## config.mk

```make
export PLATFORM = sky130hd
export DESIGN_NAME = utf8_to_mac_roman_transcoder_core
export DESIGN_NICKNAME = d
export VERILOG_FILES = /design/src/rtl/u2mr_pkg.sv /design/src/rtl/u2mr_decode.sv /design/src/rtl/u2mr_emit.sv /design/src/rtl/utf8_to_mac_roman_transcoder_core.sv
export SDC_FILE = /design/constraint.sdc
export NUM_CORES = 1
export LEC_CHECK = 0
export ABC_AREA = 0
export BUFFER_PORTS_ARGS = -buffer_cell sky130_fd_sc_hd__buf_2
export CAP_MARGIN = 20
export CORE_ASPECT_RATIO = 2
export CORE_MARGIN = 2
export CORE_UTILIZATION = 55
export CTS_BUF_LIST = sky130_fd_sc_hd__clkbuf_16
export DETAILED_ROUTE_END_ITERATION = 6
export GPL_ROUTABILITY_DRIVEN = 0
export GPL_TIMING_DRIVEN = 0
export PLACE_DENSITY_LB_ADDON = 0.05
export SLEW_MARGIN = 20
export SYNTH_ARGS = -nofsm -noshare
export SYNTH_HDL_FRONTEND = slang
export SYNTH_SLANG_ARGS = --single-unit
```

## constraint.sdc

```tcl
create_clock -name clk_i -period 3 [get_ports clk_i]
set_input_delay 0.15 -clock clk_i [delete_from_list [all_inputs] [get_ports clk_i]]
set_output_delay 0.15 -clock clk_i [all_outputs]
set_load 0.05 [all_outputs]
```

## src/rtl/u2mr_pkg.sv

```systemverilog
// shared types, constants and the mac roman lookup for the utf-8 transcoder
package u2mr_pkg;

  localparam logic [7:0] QMARK = 8'h3F;
  localparam int unsigned CpW = 21;

  // pending results of one input word: question marks first, then an optional tail byte
  typedef struct packed {
    logic [1:0] qcnt;
    logic       tail_vld;
    logic [7:0] tail;
  } burst_t;

  // decoder sequence state, exported for checks
  typedef struct packed {
    logic [1:0] bse;
    logic [1:0] ctk;
  } dec_st_t;

  localparam logic [15:0] ROMAN_HI [128] = '{
    16'h00C4, 16'h00C5, 16'h00C7, 16'h00C9, 16'h00D1, 16'h00D6, 16'h00DC, 16'h00E1,
    16'h00E0, 16'h00E2, 16'h00E4, 16'h00E3, 16'h00E5, 16'h00E7, 16'h00E9, 16'h00E8,
    16'h00EA, 16'h00EB, 16'h00ED, 16'h00EC, 16'h00EE, 16'h00EF, 16'h00F1, 16'h00F3,
    16'h00F2, 16'h00F4, 16'h00F6, 16'h00F5, 16'h00FA, 16'h00F9, 16'h00FB, 16'h00FC,
    16'h2020, 16'h00B0, 16'h00A2, 16'h00A3, 16'h00A7, 16'h2022, 16'h00B6, 16'h00DF,
    16'h00AE, 16'h00A9, 16'h2122, 16'h00B4, 16'h00A8, 16'h2260, 16'h00C6, 16'h00D8,
    16'h221E, 16'h00B1, 16'h2264, 16'h2265, 16'h00A5, 16'h00B5, 16'h2202, 16'h2211,
    16'h220F, 16'h03C0, 16'h222B, 16'h00AA, 16'h00BA, 16'h03A9, 16'h00E6, 16'h00F8,
    16'h00BF, 16'h00A1, 16'h00AC, 16'h221A, 16'h0192, 16'h2248, 16'h2206, 16'h00AB,
    16'h00BB, 16'h2026, 16'h00A0, 16'h00C0, 16'h00C3, 16'h00D5, 16'h0152, 16'h0153,
    16'h2013, 16'h2014, 16'h201C, 16'h201D, 16'h2018, 16'h2019, 16'h00F7, 16'h25CA,
    16'h00FF, 16'h0178, 16'h2044, 16'h20AC, 16'h2039, 16'h203A, 16'hFB01, 16'hFB02,
    16'h2021, 16'h00B7, 16'h201A, 16'h201E, 16'h2030, 16'h00C2, 16'h00CA, 16'h00C1,
    16'h00CB, 16'h00C8, 16'h00CD, 16'h00CE, 16'h00CF, 16'h00CC, 16'h00D3, 16'h00D4,
    16'hF8FF, 16'h00D2, 16'h00DA, 16'h00DB, 16'h00D9, 16'h0131, 16'h02C6, 16'h02DC,
    16'h00AF, 16'h02D8, 16'h02D9, 16'h02DA, 16'h00B8, 16'h02DD, 16'h02DB, 16'h02C7
  };

  // code point to mac roman byte, question mark on a miss
  function automatic logic [7:0] map_cp(input logic [CpW-1:0] cp);
    logic [7:0] res;
    res = QMARK;
    if (cp < CpW'(8'h80)) begin
      res = cp[7:0];
    end else begin
      for (int k = 0; k < 128; k++) begin
        if (cp == {5'd0, ROMAN_HI[k]}) begin
          res = {1'b1, 7'(k)};
        end
      end
    end
    return res;
  endfunction

endpackage

```

## src/rtl/u2mr_decode.sv

```systemverilog
// utf-8 sequence decoder: holds the open sequence and turns one byte into a result burst
module u2mr_decode import u2mr_pkg::*; (
  input  logic       clk_i,
  input  logic       rst_ni,
  input  logic       take_i,
  input  logic [7:0] byte_i,
  input  logic       eot_i,
  output burst_t     burst_o,
  output logic       empty_o,
  output dec_st_t    st_o
);

  logic [1:0]     bse_q, bse_d;
  logic [1:0]     ctk_q, ctk_d;
  logic [CpW-1:0] acc_q, acc_d;
  logic [1:0]     flush_n;
  logic [CpW-1:0] acc_sh;
  burst_t         burst;

  always_comb begin
    flush_n = (bse_q != 2'd0) ? 2'(ctk_q + 2'd1) : 2'd0;
    acc_sh  = {acc_q[CpW-7:0], byte_i[5:0]};
    burst   = '{qcnt: 2'd0, tail_vld: 1'b0, tail: QMARK};
    bse_d   = bse_q;
    ctk_d   = ctk_q;
    acc_d   = acc_q;
    if (eot_i || byte_i == 8'h00) begin
      burst.qcnt = flush_n;
      bse_d = 2'd0;
      ctk_d = 2'd0;
      acc_d = '0;
    end else if (bse_q != 2'd0 && byte_i[7:6] == 2'b10) begin
      bse_d = bse_q - 2'd1;
      ctk_d = ctk_q + 2'd1;
      acc_d = acc_sh;
      if (bse_q == 2'd1) begin
        burst.tail_vld = 1'b1;
        burst.tail     = map_cp(acc_sh);
        ctk_d = 2'd0;
        acc_d = '0;
      end
    end else begin
      // broken sequence flushes first, then the byte is a fresh lead
      burst.qcnt = flush_n;
      bse_d = 2'd0;
      ctk_d = 2'd0;
      acc_d = '0;
      if (byte_i[7] == 1'b0) begin
        burst.tail_vld = 1'b1;
        burst.tail     = byte_i;
      end else if (byte_i[7:5] == 3'b110) begin
        acc_d = CpW'(byte_i[4:0]);
        bse_d = 2'd1;
      end else if (byte_i[7:4] == 4'b1110) begin
        acc_d = CpW'(byte_i[3:0]);
        bse_d = 2'd2;
      end else if (byte_i[7:3] == 5'b11110) begin
        acc_d = CpW'(byte_i[2:0]);
        bse_d = 2'd3;
      end else begin
        burst.tail_vld = 1'b1;
        burst.tail     = QMARK;
      end
    end
  end

  always_ff @(posedge clk_i or negedge rst_ni) begin
    if (!rst_ni) begin
      bse_q <= 2'd0;
      ctk_q <= 2'd0;
      acc_q <= '0;
    end else if (take_i) begin
      bse_q <= bse_d;
      ctk_q <= ctk_d;
      acc_q <= acc_d;
    end
  end

  assign burst_o = burst;
  assign empty_o = (burst.qcnt == 2'd0) && !burst.tail_vld;
  assign st_o    = '{bse: bse_q, ctk: ctk_q};

endmodule

```

## src/rtl/u2mr_emit.sv

```systemverilog
// result register: holds one burst and hands out one word per ready cycle
module u2mr_emit import u2mr_pkg::*; (
  input  logic       clk_i,
  input  logic       rst_ni,
  input  logic       load_i,
  input  burst_t     burst_i,
  output logic       free_o,
  output logic       out_valid_o,
  input  logic       out_ready_i,
  output logic [7:0] out_byte_o,
  output logic       run_last_o
);

  logic [1:0] qleft_q;
  logic       tail_vld_q;
  logic [7:0] tail_q;
  logic       acc;

  assign out_valid_o = (qleft_q != 2'd0) || tail_vld_q;
  assign out_byte_o  = (qleft_q != 2'd0) ? QMARK : tail_q;
  assign run_last_o  = (qleft_q == 2'd1 && !tail_vld_q) || (qleft_q == 2'd0 && tail_vld_q);
  assign acc         = out_valid_o && out_ready_i;
  // slot can take a new burst when empty or when its last word leaves now
  assign free_o      = !out_valid_o || (acc && run_last_o);

  always_ff @(posedge clk_i or negedge rst_ni) begin
    if (!rst_ni) begin
      qleft_q    <= 2'd0;
      tail_vld_q <= 1'b0;
    end else if (load_i) begin
      qleft_q    <= burst_i.qcnt;
      tail_vld_q <= burst_i.tail_vld;
    end else if (acc) begin
      if (qleft_q != 2'd0) begin
        qleft_q <= qleft_q - 2'd1;
      end else begin
        tail_vld_q <= 1'b0;
      end
    end
  end

  always_ff @(posedge clk_i) begin
    if (load_i) begin
      tail_q <= burst_i.tail;
    end
  end

endmodule

```

## src/rtl/utf8_to_mac_roman_transcoder_core.sv

```systemverilog
// top level of the utf-8 to mac roman transcoder
// Usage:
//   input channel (in_valid_i / in_ready_o) carries one utf-8 byte per word,
//   with end_of_text_i marking the end of a text; a zero byte acts the same.
//   output channel (out_valid_o / out_ready_i) carries mac roman bytes; each
//   input word gives zero to four output words, run_last_o marks its last.
// Data path: a word accepted from the input channel lands in the input
//   register, is decoded and loaded into the result register, and its
//   first output word is offered from there.
// Throughput: one input word per cycle while each word gives at most one
//   result and out_ready_i is high; a longer burst holds the result register
//   until its last word leaves, and the input register takes one more word
//   behind it; the decode is one 128-entry mac roman lookup per cycle.
// Reset: clears the open sequence, the input register and the result
//   register; no output is offered until input arrives.
// Stall: when out_ready_i is low the current output word is held, the
//   decoder stops at the first word that gives a result, and in_ready_o
//   drops once that word waits in the input register.
module utf8_to_mac_roman_transcoder_core import u2mr_pkg::*; (
  input  logic       clk_i,
  input  logic       rst_ni,
  input  logic       in_valid_i,
  output logic       in_ready_o,
  input  logic [7:0] data_byte_i,
  input  logic       end_of_text_i,
  output logic       out_valid_o,
  input  logic       out_ready_i,
  output logic [7:0] out_byte_o,
  output logic       run_last_o
);

  logic       in_vld_q;
  logic [7:0] in_byte_q;
  logic       in_eot_q;
  logic       dec_take;
  logic       dec_empty;
  logic       emit_free;
  burst_t     dec_burst;
  dec_st_t    dec_st;

  assign dec_take   = in_vld_q && (dec_empty || emit_free);
  assign in_ready_o = !in_vld_q || dec_take;

  always_ff @(posedge clk_i or negedge rst_ni) begin
    if (!rst_ni) begin
      in_vld_q <= 1'b0;
    end else if (in_ready_o) begin
      in_vld_q <= in_valid_i;
    end
  end

  always_ff @(posedge clk_i) begin
    if (in_ready_o && in_valid_i) begin
      in_byte_q <= data_byte_i;
      in_eot_q  <= end_of_text_i;
    end
  end

  u2mr_decode u_decode (
    .clk_i   (clk_i),
    .rst_ni  (rst_ni),
    .take_i  (dec_take),
    .byte_i  (in_byte_q),
    .eot_i   (in_eot_q),
    .burst_o (dec_burst),
    .empty_o (dec_empty),
    .st_o    (dec_st)
  );

  u2mr_emit u_emit (
    .clk_i       (clk_i),
    .rst_ni      (rst_ni),
    .load_i      (dec_take && !dec_empty),
    .burst_i     (dec_burst),
    .free_o      (emit_free),
    .out_valid_o (out_valid_o),
    .out_ready_i (out_ready_i),
    .out_byte_o  (out_byte_o),
    .run_last_o  (run_last_o)
  );

  // every word ahead of the last one of a burst is a question mark
  assert property (@(posedge clk_i) disable iff (!rst_ni)
    out_valid_o && !run_last_o |-> out_byte_o == QMARK)
    else $error("non-final word is not a question mark");

  // no sequence open means no continuations counted
  assert property (@(posedge clk_i) disable iff (!rst_ni)
    dec_st.bse == 2'd0 |-> dec_st.ctk == 2'd0)
    else $error("continuation count left over with no open sequence");

  // an open sequence never spans more than three continuations
  assert property (@(posedge clk_i) disable iff (!rst_ni)
    dec_st.bse != 2'd0 |-> ({1'b0, dec_st.bse} + {1'b0, dec_st.ctk}) <= 3'd3)
    else $error("open sequence longer than four bytes");

  // a waiting input word is held until the decoder takes it
  assert property (@(posedge clk_i) disable iff (!rst_ni)
    in_vld_q && !dec_take |=> in_vld_q && $stable(in_byte_q) && $stable(in_eot_q))
    else $error("input register lost a word");

endmodule
```

==> results of run 1 <==
-- what timing repair did --
action | in CTS
hold buffers | 1
cloned | 1
resized for setup | 60
pin swaps | 12
hold endpoints to repair | 23
setup buffers | 11
endpoints found under the setup margin | 18
-- cells by family after synthesis --
kind of cell | Yosys count | share of synthesized area, %
and+or+nand+nor | 299 | 38.3
muxes | 4 | 0.981
adders and majority gates | 4 | 1.15
xor gates and xnor gates | 4 | 0.808
AOI/OAI and AO/OA | 173 | 27.9
buffers and inverters | 59 | 5.80
DFF | 40 | 25.0
-- through the flow --
stage                     cell area, um^2  setup slack, ns
after floorplan                      4340            0.145
after global placement               4570            -1.17
after detailed placement             4580           -0.468
after CTS                            5110          -0.0200
-- synth_stat cells, drive strengths merged, types with 6 or more instances --
cell type,instances,area [um^2]
a31oi,15,93.8
buf,23,116
or4,7,56.3
nor3,34,175
a21oi,31,155
nor4b,8,82.6
a32oi,7,61.3
o211ai,8,60.1
nand4,18,113
nand3,29,145
and2,8,50.1
o21ai,28,140
inv,11,41.3
o22ai,10,62.6
a2111oi,7,61.3
or3,6,37.5
dfrtp,23,576
nor4,24,195
edfxtp,17,510
o31ai,6,45.0
nor2,50,190
clkbuf,25,93.8
nor2b,11,68.8
nand2b,16,100
or2,6,37.5
a22o,12,105
nand2,62,240
-- layer usage --
| metal | GRT overflow | GRT usage, % |
|---|---|---|
| met2 | 0 | 77.0 |
| met3 | 0 | 34.1 |
| met1 | 0 | 58.9 |
| met5 | 0 | 0.625 |
| met4 | 2 | 50.2 |
==> results by group, run 1 <==
Yosys
  – Async set or reset register ratio after synthesis: 57.5%
  – Syn Nets: 600
  – Top_reg_cell synth: dfrtp_1
  – Post-synthesis sequential area ratio: 25.0%
  – Unique cell type count in the Yosys netlist: 71
  – Synth warnings: 0
  – Syn Area/Cell: roughly 7.4 um^2
  – Synthesis-stage register bit count: 40
  – Synth Cell Area: roughly 4300 um^2
  – Synth Instances: roughly 600
  – Post-synth EDFFs: 17

Clock tree
  – CTS sink count: 40
  – TritonCTS buffer count: 5
  – Clock root cell: clkbuf_16
  – Number of H-tree levels: 2
  – CTS max path bufs: 2

Floorplan
  – Die X: between 60 and 70 um
  – Initial Util: 57.1%
  – Die height: 130 um
  – # IOs: 24
  – Row Count: 45

Run status
  – Status: stopped before the end
  – Fail Step: global routing (5_1_grt)
  – Error: [ERROR GRT-0116] Global routing finished with congestion. Check the congestion regions in the DRC Viewer.

Place
  – Post-Place Cells: 701
  – Number of I/O port buffers: 23
  – DP HPWL: 14.9 mm

Global routing
  – Total grt overflow: 2
  – Vias in the first global route: 6010
  – First-pass GRT wire length: 36.1 mm
  – Largest net degree at the start of global routing: 24
  – Total GRT Usage: 56.4%
==> run 2: changes to the inputs <==
- CORE_ASPECT_RATIO: 2 -> not set
- CORE_UTILIZATION: 55 -> 40
- CTS_BUF_LIST: sky130_fd_sc_hd__clkbuf_16 -> not set
- PLACE_DENSITY_LB_ADDON: 0.05 -> 0.15
==> run 2 against run 1 <==
Effect of this change: the flow now finishes, with violations (DRC, setup timing); synthesized area stayed put; synthesized cell count stayed put.
==> results by group, run 2 <==
Yosys
  – Synth Instances: 583 (unchanged)
  – Syn Area/Cell: 7.44 um^2 (unchanged)
  – Synth warnings: 0 (unchanged)
  – Simple-Gate Fraction of Synth Area: 38.3% (unchanged)
  – Post-synth EDFFs: 17 (unchanged)
  – Async set or reset register ratio after synthesis: 57.5% (unchanged)
  – Synthesis-stage register bit count: 40 (unchanged)
  – Post-synthesis sequential area ratio: 25.0% (unchanged)
  – Largest family of logic cells by synthesized area: simple AND/OR/NAND/NOR gates
  – Cell with the most instances after synthesis: nand2_1
  – Top_reg_cell synth: dfrtp_1
  – Cell taking the most area after synthesis: dfrtp_1
  – Unique cell type count in the Yosys netlist: 71 (unchanged)
  – Post-synth top cells: nand2_1 (59), nor2_1 (49), nor3_1 (33)
  – Top cell type's share of synthesized area: 13.3% (unchanged)
  – Compound-Gate Fraction of Synth Area: 27.9% (unchanged)
  – Mux cell area share after synthesis: 0.981% (unchanged)
  – Syn Nets: 600 (unchanged)
  – Adder-cell share of the synthesized area: 1.15% (unchanged)
  – Synth top area cells: dfrtp_1 (13%), edfxtp_1 (12%), nand2_1 (5.1%)
  – Synth Cell Area: 4340 um^2 (unchanged)
  – Synthesized-area fraction occupied by xor and xnor cells: 0.808% (unchanged)

Global routing
  – First-pass GRT wire length: between 30 and 40 mm
  – Initial antenna violation count: 0
  – Total grt overflow: 0
  – Total GRT Usage: 33.5%
  – Vias in the first global route: 5395
  – Largest net degree at the start of global routing: 24

Routing
  – Vias per cell: approximately 7.4
  – Routed Antenna Nets: 0
  – First DRT Iteration DRCs: 1876
  – Via count: between 5000 and 6000
  – Routed len/inst: about 25 um
  – DRC Markers: 752
  – Routed WL: 19.7 mm
  – DRT Pass-1 Iters: 7

Cells and area
  – Commonest non-fill, non-tap cell in the layout: nand2_1
  – Max reg flops: 15
  – Layout area overhead: 24.2%
  – Largest Register: u_decode.acc_q
  – Biggest regs: u_decode.acc_q x15, in_byte_q x8, u_emit.tail_q x8
  – Commonest non-fill, non-tap cells in the layout: nand2_1 (57), buf_2 (41), nor2_1 (41), nor3_1 (31), a21oi_1 (30)
  – Final nets: 656
  – Ant diodes: 0
  – Non-filler instance count after layout: just under 800
  – Share of post-route cells with drive strength above 1: 26.4%

Clock tree
  – Clock root cell: clkbuf_8
  – CTS tree: done
  – CTS max path bufs: 2 (unchanged)
  – CTS sink count: 40 (unchanged)
  – Clock-pin slew on the worst setup and hold paths: approximately 0.090 ns
  – Number of H-tree levels: 2 (unchanged)
  – Worst-Skew Late Latency: around 0.32 ns
  – TritonCTS buffer count: 5 (unchanged)

Job
  – Max-Cap Viols: 0

Place
  – Setup WS pre-CTS: -0.329 ns (+0.139 ns)
  – Number of I/O port buffers: 23 (unchanged)
  – DP HPWL: 13.3 mm (-11%)
  – Post-Place Cells: 747 (+6.6%)

Timing
  – Skew final: ~0.016 ns
  – Endpoints failing setup: 2
  – Final hold violation count: 0
  – Post-layout min period: 3.14 ns
  – Worst-Margin Slew: 0.784 ns
  – Rel. slew slack: 47.5%
  – Max frequency: 318 MHz
  – Post-route clock period utilization: 105%
  – Setup ws final: -0.143 ns
  – RSZ-0062 raised after global routing: yes
  – Max-slew violations: 0

Floorplan
  – Initial Util: 40.5% (-17 points)
  – Die X: 108 um (+62%)
  – Core Box Area: 10700 um^2
  – Row Count: 38 (-16%)
  – Die area: 11700 um^2
  – # IOs: 24 (unchanged)
  – Die height: 108 um (-17%)

Pwr
  – Max VDD drop: 415 uV
  – Power density cells: 739 nW/um^2
  – P_leak: 1.85 nW

Critical path
  – Required time of the critical path: just over 3 ns
  – Critical Path Source Type: flop
  – WS Path Type: flop to flop
  – CP max FO: 10
  – Endpoint arrival time on the critical path: 3.19 ns
  – Worst setup EP type: flop

Hold path
  – Hold WC Path Type: input port to flop

Run status
  – Status: finished with violations
  – Failing checks: DRC, setup timing
run 2: area by class of cell:
| cell class | count | area, um^2 |
|---|---|---|
| plain buffers | 43 | 239 |
| clock buffers | 5 | 68.8 |
| clock inverters | 3 | 20.0 |
| fillers | 1018 | 5310 |
| inverters | 11 | 48.8 |
| multi-input cells | 484 | 3380 |
| flip-flops and latches | 40 | 1090 |
| well taps | 140 | 175 |
| repair buffers | 54 | 364 |
run 2: through the flow:
| step | util, % | total power [W] | TNS (ns) | hold slack [ns] | area, um^2 |
|---|---|---|---|---|---|
| 3_3_place_gp | 43.3 | 0.00300 | -36.53 | 0.150 | 4630 |
| 3_5_place_dp | 43.5 | 0.00298 | -2.33 | 0.165 | 4650 |
| 2_1_floorplan | - | 0.00235 | 0 | -0.146 | 4340 |
| 5_1_grt | 50.4 | 0.00413 | -0.543 | -0.00327 | 5390 |
| 6_report | 50.4 | 0.00398 | -0.153 | 0.000927 | 5390 |
| 4_1_cts | 46.8 | 0.00358 | -0.0165 | 0.0143 | 5010 |
run 2: where the power goes:
part	leakage, nW	internal, W	switching (W)
clock network	0.0489	0.000166	0.000223
registers	0.462	0.000726	0.0000946
logic	1.34	0.000910	0.00186
run 2: what timing repair did:
| item | in CTS | in global routing |
|---|---|---|
| pin swaps | 8 | 15 |
| hold buffers | 1 | 0 |
| gates resized for setup | 36 | 81 |
| setup endpoints to repair | 18 | 47 |
| endpoints found under the hold margin | 23 | 0 |
| setup buffers | 16 | 13 |
run 2: per-layer routing:
| metal | vias up | GRT usage, % | routed length [um] |
|---|---|---|---|
| met3 | 230 | 14.9 | 2880 |
| met4 | 0 | 19.0 | 1850 |
| met1 | 2548 | 41.5 | 7150 |
| met2 | 608 | 48.2 | 7830 |
| met5 | - | 0 | 0 |
| li1 | 2397 | - | - |
run 2: cells by family after synthesis:
family                   after synthesis
AND/OR/NAND/NOR                      299
AO/OA/AOI/OAI                        173
buffers and inverters                 59
flip-flops                            40
XOR/XNOR                               4
multiplexers                           4
adder cells (fa/ha/maj)                4
run 2: final timing paths:
check / from / endpoint / slack (ns) / cells after the start
min in group asynchronous: rst_ni / u_decode.acc_q[7]$_DFFE_PN0P_ / 0.34 / 2
hold / removal: data_byte_i[7] / in_byte_q[7]$_DFFE_PP_ / 0.0009 / 1
max in group asynchronous: rst_ni / u_decode.acc_q[0]$_DFFE_PN0P_ / 2.28 / 2
hold reg to reg: u_decode.bse_q[1]$_DFFE_PN0P_ / u_decode.bse_q[1]$_DFFE_PN0P_ / 0.49 / 2
setup reg to reg: in_byte_q[5]$_DFFE_PP_ / u_emit.tail_q[0]$_SDFFCE_PN1P_ / -0.14 / 10
setup / recovery: in_byte_q[5]$_DFFE_PP_ / u_emit.tail_q[0]$_SDFFCE_PN1P_ / -0.14 / 10
run 2: worst max-delay path: stages (launching register included):
cell and delay [ns]:
edfxtp_1 0.45, buf_2 0.24, buf_2 0.23, nor4_2 0.53, nand4_1 0.31, a2111oi_0 0.57
a21oi_1 0.08, o211ai_1 0.11, a2111oi_0 0.11, nand4_1 0.16, o21ai_0 0.10
(Power assumes the default switching activity.)
